`config.mk`:
```
export PLATFORM = sky130hd
export DESIGN_NAME = antialiased_line_stepper_unit
export DESIGN_NICKNAME = d
export VERILOG_FILES = /design/src/rtl/als_pkg.sv /design/src/rtl/als_ctrl.sv /design/src/rtl/als_datapath.sv /design/src/rtl/antialiased_line_stepper_unit.sv
export SDC_FILE = /design/constraint.sdc
export NUM_CORES = 2
export LEC_CHECK = 0
export ABC_AREA = 1
export BUFFER_PORTS_ARGS = -buffer_cell sky130_fd_sc_hd__buf_4
export CELL_PAD_IN_SITES_DETAIL_PLACEMENT = 1
export CELL_PAD_IN_SITES_GLOBAL_PLACEMENT = 1
export CORE_MARGIN = 5
export CORE_UTILIZATION = 40
export DETAILED_ROUTE_END_ITERATION = 8
export PLACE_DENSITY = 0.66
export SLEW_MARGIN = 40
export SYNTH_ARGS = -nofsm -noshare
export SYNTH_HDL_FRONTEND = slang
export SYNTH_HIERARCHICAL = 1
export SYNTH_SLANG_ARGS = --single-unit
```
`constraint.sdc`:
```
create_clock -name clk -period 13.7 [get_ports clk]
set_input_delay 2.74 -clock clk [delete_from_list [all_inputs] [get_ports clk]]
set_output_delay 2.74 -clock clk [all_outputs]
set_load 0.1 [all_outputs]
```
`src/rtl/als_pkg.sv`:
```
package als_pkg;

    // Coordinate format of the endpoints
    localparam int COORD_INT_BITS  = 12;
    localparam int COORD_FRAC_BITS = 8;
    localparam int IN_COORD_BITS   = COORD_INT_BITS + COORD_FRAC_BITS;

    // Slope and intersection format
    localparam int SLOPE_FRAC_BITS = 16;
    localparam int SLOPE_BITS      = SLOPE_FRAC_BITS + 2;
    localparam int ACC_BITS        = 30;

    // Color format
    localparam int CHAN_BITS  = 8;
    localparam int COLOR_BITS = 3 * CHAN_BITS;

    // One quotient bit per divider step, integer bit included
    localparam int DIV_STEPS    = SLOPE_FRAC_BITS + 1;
    localparam int DIV_CNT_BITS = $clog2(DIV_STEPS);

    // Stream word widths
    localparam int IN_TDATA_BITS  = 4 * IN_COORD_BITS + COLOR_BITS;
    localparam int OUT_TDATA_BITS = 4 * COORD_INT_BITS + 2 * COLOR_BITS;

    // Input selector
    localparam logic FUNC_LOAD = 1'b0;
    localparam logic FUNC_STEP = 1'b1;

    typedef struct packed {
        logic capture;     // latch the accepted word
        logic swap;        // decide steepness, swap axes
        logic order;       // order endpoints, set up line and divider
        logic div_step;    // one restoring divide step
        logic slope_write; // commit quotient as slope
        logic emit;        // produce one column into the output register
    } als_cmd_t;

    typedef struct packed {
        logic out_free;    // output register can take a word this cycle
    } als_status_t;

endpackage

```
`src/rtl/als_ctrl.sv`:
```
module als_ctrl (
    input  logic                  clk,
    input  logic                  rst_n,
    input  logic                  s_tvalid,
    input  logic                  func,
    output logic                  s_tready,
    input  als_pkg::als_status_t  status,
    output als_pkg::als_cmd_t     cmd
);
    import als_pkg::*;

    localparam logic [2:0] ST_IDLE  = 3'd0;
    localparam logic [2:0] ST_SWAP  = 3'd1;
    localparam logic [2:0] ST_ORDER = 3'd2;
    localparam logic [2:0] ST_DIV   = 3'd3;
    localparam logic [2:0] ST_SLOPE = 3'd4;
    localparam logic [2:0] ST_EMIT  = 3'd5;

    localparam logic [DIV_CNT_BITS-1:0] CNT_LAST = DIV_CNT_BITS'(DIV_STEPS - 1);

    logic [2:0]              state_reg, state_next;
    logic [DIV_CNT_BITS-1:0] cnt_reg, cnt_next;

    always_comb
    begin
        state_next = state_reg;
        cnt_next   = cnt_reg;
        cmd        = '0;
        s_tready   = 1'b0;
        unique case (state_reg)
            ST_IDLE:
            begin
                s_tready = 1'b1;
                if (s_tvalid)
                begin
                    cmd.capture = 1'b1;
                    state_next  = (func == FUNC_STEP) ? ST_EMIT : ST_SWAP;
                end
            end
            ST_SWAP:
            begin
                cmd.swap   = 1'b1;
                state_next = ST_ORDER;
            end
            ST_ORDER:
            begin
                cmd.order  = 1'b1;
                cnt_next   = '0;
                state_next = ST_DIV;
            end
            ST_DIV:
            begin
                cmd.div_step = 1'b1;
                cnt_next     = cnt_reg + 1'b1;
                if (cnt_reg == CNT_LAST)
                begin
                    state_next = ST_SLOPE;
                end
            end
            ST_SLOPE:
            begin
                cmd.slope_write = 1'b1;
                state_next      = ST_IDLE;
            end
            ST_EMIT:
            begin
                if (status.out_free)
                begin
                    cmd.emit   = 1'b1;
                    state_next = ST_IDLE;
                end
            end
            default:
            begin
                state_next = ST_IDLE;
            end
        endcase
    end

    always_ff @(posedge clk or negedge rst_n)
    begin
        if (!rst_n)
        begin
            state_reg <= ST_IDLE;
            cnt_reg   <= '0;
        end
        else
        begin
            state_reg <= state_next;
            cnt_reg   <= cnt_next;
        end
    end

endmodule

```
`src/rtl/als_datapath.sv`:
```
module als_datapath (
    input  logic                                clk,
    input  logic                                rst_n,
    input  als_pkg::als_cmd_t                   cmd,
    output als_pkg::als_status_t                status,
    input  logic [als_pkg::IN_TDATA_BITS-1:0]   s_tdata,
    output logic                                m_tvalid,
    input  logic                                m_tready,
    output logic [als_pkg::OUT_TDATA_BITS-1:0]  m_tdata,
    output logic                                m_tuser,
    output logic                                m_tlast
);
    import als_pkg::*;

    localparam int DX_BITS  = IN_COORD_BITS + 1;
    localparam int REM_BITS = IN_COORD_BITS + 2;
    localparam int Q_BITS   = SLOPE_FRAC_BITS + 1;
    localparam int W_BITS   = SLOPE_FRAC_BITS + 1;
    localparam int IP_BITS  = ACC_BITS - SLOPE_FRAC_BITS;
    localparam int ACC_SHIFT = SLOPE_FRAC_BITS - COORD_FRAC_BITS;

    localparam logic signed [IN_COORD_BITS:0] TRUNC_BIAS =
        (IN_COORD_BITS + 1)'((1 << COORD_FRAC_BITS) - 1);
    localparam logic [W_BITS-1:0]     W_ONE     = W_BITS'(1) << SLOPE_FRAC_BITS;
    localparam logic [SLOPE_BITS-1:0] SLOPE_ONE = SLOPE_BITS'(1) << SLOPE_FRAC_BITS;

    function automatic logic [DX_BITS-1:0] mag(input logic signed [DX_BITS-1:0] v);
        mag = v[DX_BITS-1] ? DX_BITS'(-v) : DX_BITS'(v);
    endfunction

    function automatic logic [COORD_INT_BITS-1:0] trunc_col(
        input logic signed [IN_COORD_BITS-1:0] v);
        logic signed [IN_COORD_BITS:0] biased;
        biased = (IN_COORD_BITS + 1)'(v) + (v[IN_COORD_BITS-1] ? TRUNC_BIAS : '0);
        trunc_col = biased[COORD_FRAC_BITS +: COORD_INT_BITS];
    endfunction

    function automatic logic [COLOR_BITS-1:0] scale_color(
        input logic [COLOR_BITS-1:0] c,
        input logic [W_BITS-1:0]     w);
        logic [CHAN_BITS+W_BITS-1:0] p;
        logic [COLOR_BITS-1:0]       r;
        r = '0;
        for (int k = 0; k < 3; k++)
        begin
            p = (CHAN_BITS + W_BITS)'(c[k*CHAN_BITS +: CHAN_BITS]) *
                (CHAN_BITS + W_BITS)'(w);
            r[k*CHAN_BITS +: CHAN_BITS] = p[SLOPE_FRAC_BITS +: CHAN_BITS];
        end
        scale_color = r;
    endfunction

    // Captured load word
    logic signed [IN_COORD_BITS-1:0] in_ax_reg, in_ay_reg, in_bx_reg, in_by_reg;
    logic [COLOR_BITS-1:0]           in_color_reg;

    // Endpoints after the axis swap
    logic signed [IN_COORD_BITS-1:0] sw_ax_reg, sw_ay_reg, sw_bx_reg, sw_by_reg;

    // Divider
    logic [DX_BITS-1:0]  dx_reg;
    logic [REM_BITS-1:0] rem_reg;
    logic [Q_BITS-1:0]   q_reg;
    logic                neg_reg;
    logic                dx_zero_reg;

    // Line state
    logic                              steep_reg;
    logic signed [COORD_INT_BITS-1:0]  col_now_reg, col_end_reg;
    logic [ACC_BITS-1:0]               acc_reg;
    logic [SLOPE_BITS-1:0]             slope_reg;
    logic [COLOR_BITS-1:0]             color_reg;
    logic                              active_reg, active_next;

    // Output register
    logic                      out_valid_reg, out_valid_next;
    logic [OUT_TDATA_BITS-1:0] out_data_reg;
    logic                      out_user_reg, out_last_reg;

    // Swap stage
    logic [DX_BITS-1:0] adx_raw, ady_raw;
    logic               steep_c;

    always_comb
    begin
        adx_raw = mag(DX_BITS'(in_bx_reg) - DX_BITS'(in_ax_reg));
        ady_raw = mag(DX_BITS'(in_by_reg) - DX_BITS'(in_ay_reg));
        steep_c = ady_raw > adx_raw;
    end

    // Order stage
    logic                              flip_c;
    logic signed [IN_COORD_BITS-1:0]   o_ax, o_ay, o_bx, o_by;
    logic signed [DX_BITS-1:0]         dx_c, dy_c;
    logic signed [ACC_BITS-1:0]        ay_ext;

    always_comb
    begin
        flip_c = sw_ax_reg > sw_bx_reg;
        o_ax   = flip_c ? sw_bx_reg : sw_ax_reg;
        o_ay   = flip_c ? sw_by_reg : sw_ay_reg;
        o_bx   = flip_c ? sw_ax_reg : sw_bx_reg;
        o_by   = flip_c ? sw_ay_reg : sw_by_reg;
        dx_c   = DX_BITS'(o_bx) - DX_BITS'(o_ax);
        dy_c   = DX_BITS'(o_by) - DX_BITS'(o_ay);
        ay_ext = ACC_BITS'(o_ay);
    end

    // Divide step
    logic                ge_c;
    logic [REM_BITS-1:0] rem_sub;

    always_comb
    begin
        ge_c    = rem_reg >= REM_BITS'(dx_reg);
        rem_sub = ge_c ? (rem_reg - REM_BITS'(dx_reg)) : rem_reg;
    end

    // Column emission
    logic [IP_BITS-1:0]          ip_c;
    logic [COORD_INT_BITS-1:0]   pa_c, pb_c, col_c;
    logic [W_BITS-1:0]           w_lo, w_hi;
    logic [COLOR_BITS-1:0]       rgb_hi, rgb_lo;
    logic [COORD_INT_BITS-1:0]   up_x, up_y, lo_x, lo_y;
    logic                        last_c;
    logic [OUT_TDATA_BITS-1:0]   emit_data;

    always_comb
    begin
        ip_c   = acc_reg[ACC_BITS-1 -: IP_BITS];
        pa_c   = ip_c[COORD_INT_BITS-1:0];
        pb_c   = pa_c + 1'b1;
        col_c  = col_now_reg;
        w_lo   = W_BITS'(acc_reg[SLOPE_FRAC_BITS-1:0]);
        w_hi   = W_ONE - w_lo;
        rgb_hi = scale_color(color_reg, w_hi);
        rgb_lo = scale_color(color_reg, w_lo);
        up_x   = steep_reg ? pa_c : col_c;
        up_y   = steep_reg ? col_c : pa_c;
        lo_x   = steep_reg ? pb_c : col_c;
        lo_y   = steep_reg ? col_c : pb_c;
        last_c = col_now_reg >= col_end_reg;
        emit_data = active_reg ? {rgb_lo, lo_y, lo_x, rgb_hi, up_y, up_x} : '0;
    end

    always_comb
    begin
        status.out_free = !out_valid_reg || m_tready;
        out_valid_next  = out_valid_reg && !m_tready;
        if (cmd.emit)
        begin
            out_valid_next = 1'b1;
        end
        active_next = active_reg;
        if (cmd.order)
        begin
            active_next = 1'b1;
        end
        else if (cmd.emit && active_reg && last_c)
        begin
            active_next = 1'b0;
        end
    end

    always_ff @(posedge clk or negedge rst_n)
    begin
        if (!rst_n)
        begin
            active_reg    <= 1'b0;
            out_valid_reg <= 1'b0;
        end
        else
        begin
            active_reg    <= active_next;
            out_valid_reg <= out_valid_next;
        end
    end

    always_ff @(posedge clk)
    begin
        if (cmd.capture)
        begin
            in_ax_reg    <= s_tdata[0*IN_COORD_BITS +: IN_COORD_BITS];
            in_ay_reg    <= s_tdata[1*IN_COORD_BITS +: IN_COORD_BITS];
            in_bx_reg    <= s_tdata[2*IN_COORD_BITS +: IN_COORD_BITS];
            in_by_reg    <= s_tdata[3*IN_COORD_BITS +: IN_COORD_BITS];
            in_color_reg <= s_tdata[4*IN_COORD_BITS +: COLOR_BITS];
        end
        if (cmd.swap)
        begin
            steep_reg <= steep_c;
            sw_ax_reg <= steep_c ? in_ay_reg : in_ax_reg;
            sw_ay_reg <= steep_c ? in_ax_reg : in_ay_reg;
            sw_bx_reg <= steep_c ? in_by_reg : in_bx_reg;
            sw_by_reg <= steep_c ? in_bx_reg : in_by_reg;
        end
        if (cmd.order)
        begin
            dx_reg      <= DX_BITS'(dx_c);
            rem_reg     <= REM_BITS'(mag(dy_c));
            q_reg       <= '0;
            neg_reg     <= dy_c[DX_BITS-1];
            dx_zero_reg <= dx_c == '0;
            col_now_reg <= trunc_col(o_ax);
            col_end_reg <= trunc_col(o_bx);
            acc_reg     <= ACC_BITS'(ay_ext <<< ACC_SHIFT);
            color_reg   <= in_color_reg;
        end
        if (cmd.div_step)
        begin
            rem_reg <= {rem_sub[REM_BITS-2:0], 1'b0};
            q_reg   <= {q_reg[Q_BITS-2:0], ge_c};
        end
        if (cmd.slope_write)
        begin
            if (dx_zero_reg)
            begin
                slope_reg <= SLOPE_ONE;
            end
            else if (neg_reg)
            begin
                slope_reg <= -SLOPE_BITS'(q_reg);
            end
            else
            begin
                slope_reg <= SLOPE_BITS'(q_reg);
            end
        end
        if (cmd.emit)
        begin
            out_data_reg <= emit_data;
            out_user_reg <= active_reg;
            out_last_reg <= active_reg && last_c;
            if (active_reg)
            begin
                // advance along the major axis, wrap the intersection
                acc_reg <= acc_reg + ACC_BITS'(signed'(slope_reg));
                if (!last_c)
                begin
                    col_now_reg <= col_now_reg + 1'b1;
                end
            end
        end
    end

    assign m_tvalid = out_valid_reg;
    assign m_tdata  = out_data_reg;
    assign m_tuser  = out_user_reg;
    assign m_tlast  = out_last_reg;

endmodule

```
`src/rtl/antialiased_line_stepper_unit.sv`:
```
// Step word: accepted in IDLE; the EMIT state then registers the column
//   once the output register is free, and only then is a new word taken.
// Load word: swap, order, divide and slope commit in turn, the restoring
//   divider forming one slope bit per cycle; no result, no new word meanwhile.
// Reset (rst_n low, asynchronous): controller idle, no line, output empty.
module antialiased_line_stepper_unit (
    input  logic                                clk,
    input  logic                                rst_n,
    // Input stream
    input  logic                                s_tvalid,
    output logic                                s_tready,
    // tdata, lowest bit up: start_x[19:0], start_y[39:20], end_x[59:40],
    //   end_y[79:60], line_color[103:80]
    input  logic [als_pkg::IN_TDATA_BITS-1:0]   s_tdata,
    // tuser: func[0] (0 load a line, 1 step one column)
    input  logic                                s_tuser,
    // Output stream
    output logic                                m_tvalid,
    input  logic                                m_tready,
    // tdata, lowest bit up: upper_px[11:0], upper_py[23:12], upper_rgb[47:24],
    //   lower_px[59:48], lower_py[71:60], lower_rgb[95:72]
    output logic [als_pkg::OUT_TDATA_BITS-1:0]  m_tdata,
    // tuser: pixels_valid[0]
    output logic                                m_tuser,
    // tlast: last_column
    output logic                                m_tlast
);
    import als_pkg::*;

    als_cmd_t    cmd;
    als_status_t status;

    // Sequence each word: loads run swap, order, divide and slope commit;
    // steps wait for a free output register, then emit one column.
    als_ctrl u_ctrl (
        .clk      (clk),
        .rst_n    (rst_n),
        .s_tvalid (s_tvalid),
        .func     (s_tuser),
        .s_tready (s_tready),
        .status   (status),
        .cmd      (cmd)
    );

    // Hold line state, divide for the slope, weight the two covering pixels
    // and keep the finished word in the output register until it is taken.
    als_datapath u_datapath (
        .clk      (clk),
        .rst_n    (rst_n),
        .cmd      (cmd),
        .status   (status),
        .s_tdata  (s_tdata),
        .m_tvalid (m_tvalid),
        .m_tready (m_tready),
        .m_tdata  (m_tdata),
        .m_tuser  (m_tuser),
        .m_tlast  (m_tlast)
    );

endmodule

```
==> impl_metrics.ini <==
[timing]
skew_ns = 0.0436
relSlewSlack_pct = 41.7
post-route-period-util_pct = 55.2
tightest_slew_ns = 0.872
maxClockFrequency_ghz = 0.132
final_max_slew_viol_count = 0
fin_crit_ns = 7.56
setup-violations-final = 0
fin_setup_tns_ns = 0
rsz0062_at_grt = false
report.final.hold_viol_count = 0

[logic_synthesis]
synthesis.area_sq_um = 48800
ys_ff_latch = 449
synth_area_per_cell_sq_um = 8.14
async_flop_share_pct = 2.23
synthCells = 5999
ys_warn_count = 6
ys_seq_area_share_pct = 26.7
synth_edf_count = 398
ys.flop_type = edfxtp_1
yosys.cell_types.count = 66
syn_nets = 7034

[placement]
place_area_sq_um = 52100
gp_congestion = 0.869
port_buffers = 208
hpwl_um = 126000

[worst_setup_path]
cpPeakStageDelay_ns = 0.83
worstSetupEndpointType = flop
ff2ff_setup_slack_ns = 6.14
startpoint_type = flop
crit_fanout = 24
cp_data_required_time_ns = 14.12
crit_type = reg -> reg
cpMostUsedCell = nand2_1
arrival_ns = 7.98
crit_slowest_cell = dfxtp_1

[global_route]
grt_pass1_wl_um = 245000
grt_max_degree = 101
grt_usage_pct = 24.1
grt_pass1_vias = 43500
antenna_found_initial = 14
grt-ovfl-total = 0

[die]
ios = 209
dieHeight_um = 359
rows = 128
die_w_um = 359
coreArea_sq_um = 122000
start_util_pct = 40.2
dieArea_sq_um = 129000

[clocking]
clk_latency_ns = 0.69
cts_num_sinks = 449
cts_setup_buffers = 0
cts.reportedPaths.clkPinSlew_ns = 0.07
cts_max_level = 2
cts_tree = yes
cts_buffer_depth = 3
root_buffer = clkbuf_16
holdBufCountCts = 0
cts_buffers = 57
postCtsResizedCells = 0

[drt]
vias = 39900
routedWlPerCell_um = 20.0
routed_via_density = 5.11
first_pass_iters = 5
ant_nets = 0
drtIter0Drc = 1805
drc = 0
routed_wl_um = 156000

[min_path]
hp-class = reg -> reg

[outcome]
status = finished clean

[final_layout]
syn_to_final_growth_pct = 10.5
drive_gt1_share_pct = 7.62
finish.instance_area_sq_um = 53900
final_nets = 7157
largest_reg_flops = 96

[flow_run]
maxCapViolations = 0
[final cells by class]
class	instances	area, sq um
fillers	14600	67600
multi-input cells	4146	30500
flip-flops and latches	449	13000
inverters	1193	4480
repair buffers	275	2080
well taps	1625	2030
clock buffers	69	1490
clock inverters	35	349
diodes	3	7.51
[routing by layer]
metal	global-route usage, %	share of wire (%)	vias to the layer above
li1	-	-	19000
met1	30.2	43	20000
met2	43.2	49	669
met3	3.40	4.4	191
met4	7.47	3.5	2
met5	0	0.0083	-
[per-stage QoR]
stage | std cells | hold slack [ns] | utilization [%] | setup slack, ns
floorplan | 5999 | 0.400 | - | 1.43
global placement | 7687 | 0.402 | 42.8 | 6.41
detailed placement | 7688 | 0.406 | 42.9 | 6.22
CTS | 7792 | 0.402 | 44.4 | 6.18
global route | 7792 | 0.421 | 44.4 | 5.54
finish | 7795 | 0.409 | 44.4 | 6.14
[path summary, 6_finish.rpt]
path                                             start                  endpoint  cells past startpoint
max reg2reg                      u_datapath/acc_reg[0]    u_datapath/m_tdata[31]                     34
min reg2reg                u_datapath/in_color_reg[15]  u_datapath/color_reg[15]                      0
max in group asynchronous                        rst_n     u_datapath/active_reg                      1
min in group asynchronous                        rst_n       u_datapath/m_tvalid                      1
min                        u_datapath/in_color_reg[15]  u_datapath/color_reg[15]                      0
max                              u_datapath/acc_reg[0]    u_datapath/m_tdata[31]                     34
[worst max-delay path: cells and delay by family (launching register included)]
kind / cells / cell delay, ns
compound gates: 6 / 1.29
fa+ha+maj: 6 / 2.49
buf+inv: 6 / 1.00
flops: 1 / 0.83
simple gates: 16 / 1.66
[synthesized netlist by cell type, drive strengths merged (45+ instances only)]
library cell	n	share of area (%)
fa	517	21
ha	409	10
clkbuf	174	1.3
nor3	47	0.48
nand4	45	0.58
nand3	165	1.7
o21ai	318	3.3
nand2	1542	12
inv	1187	9.1
nor2	411	3.4
edfxtp	398	24
a21oi	344	3.5
xor2	110	2.0
[cells by family (layout without fill, tap and decap cells)]
logic type      Yosys count  after routing  synth area share, %
compound gates          789            789                 8.88
xor+xnor                153            153                 2.75
fa+ha+maj               926            926                 31.7
buf+inv                1404           1572                 11.0
flops                   449            449                 26.7
mux                       1              1               0.0205
other cells               0              3                    0
simple gates           2277           2277                 19.0
[cells in the final DEF, fill, tap and decap left out, types with 8 or more instances in the layout]
cell type and instances:
buf_4 272, nand3_1 163, clkinv_2 8, o21a_1 17, clkbuf_16 57, a221oi_1 15, edfxtp_1 398, nor2_2 8
nand2_2 16, clkinv_1 14, or2_2 37, o21ai_1 50, xor2_1 110, nand4_1 45, a31oi_1 17, nor2_1 392
ha_1 409, o211ai_1 17, fa_1 517, clkbuf_1 10, nor2_4 10, dfxtp_1 41, xnor2_1 43, dfrtp_1 9
nand2_1 1522, a21boi_0 8, o21ai_0 261, a21o_1 10, inv_1 1174, a21oi_1 341, inv_2 12, nor4_1 14
nor3_1 45
Power is left out: the tool's default activity adds up to more than one toggle a clock period on the data nets, which glitch-free logic cannot reach.
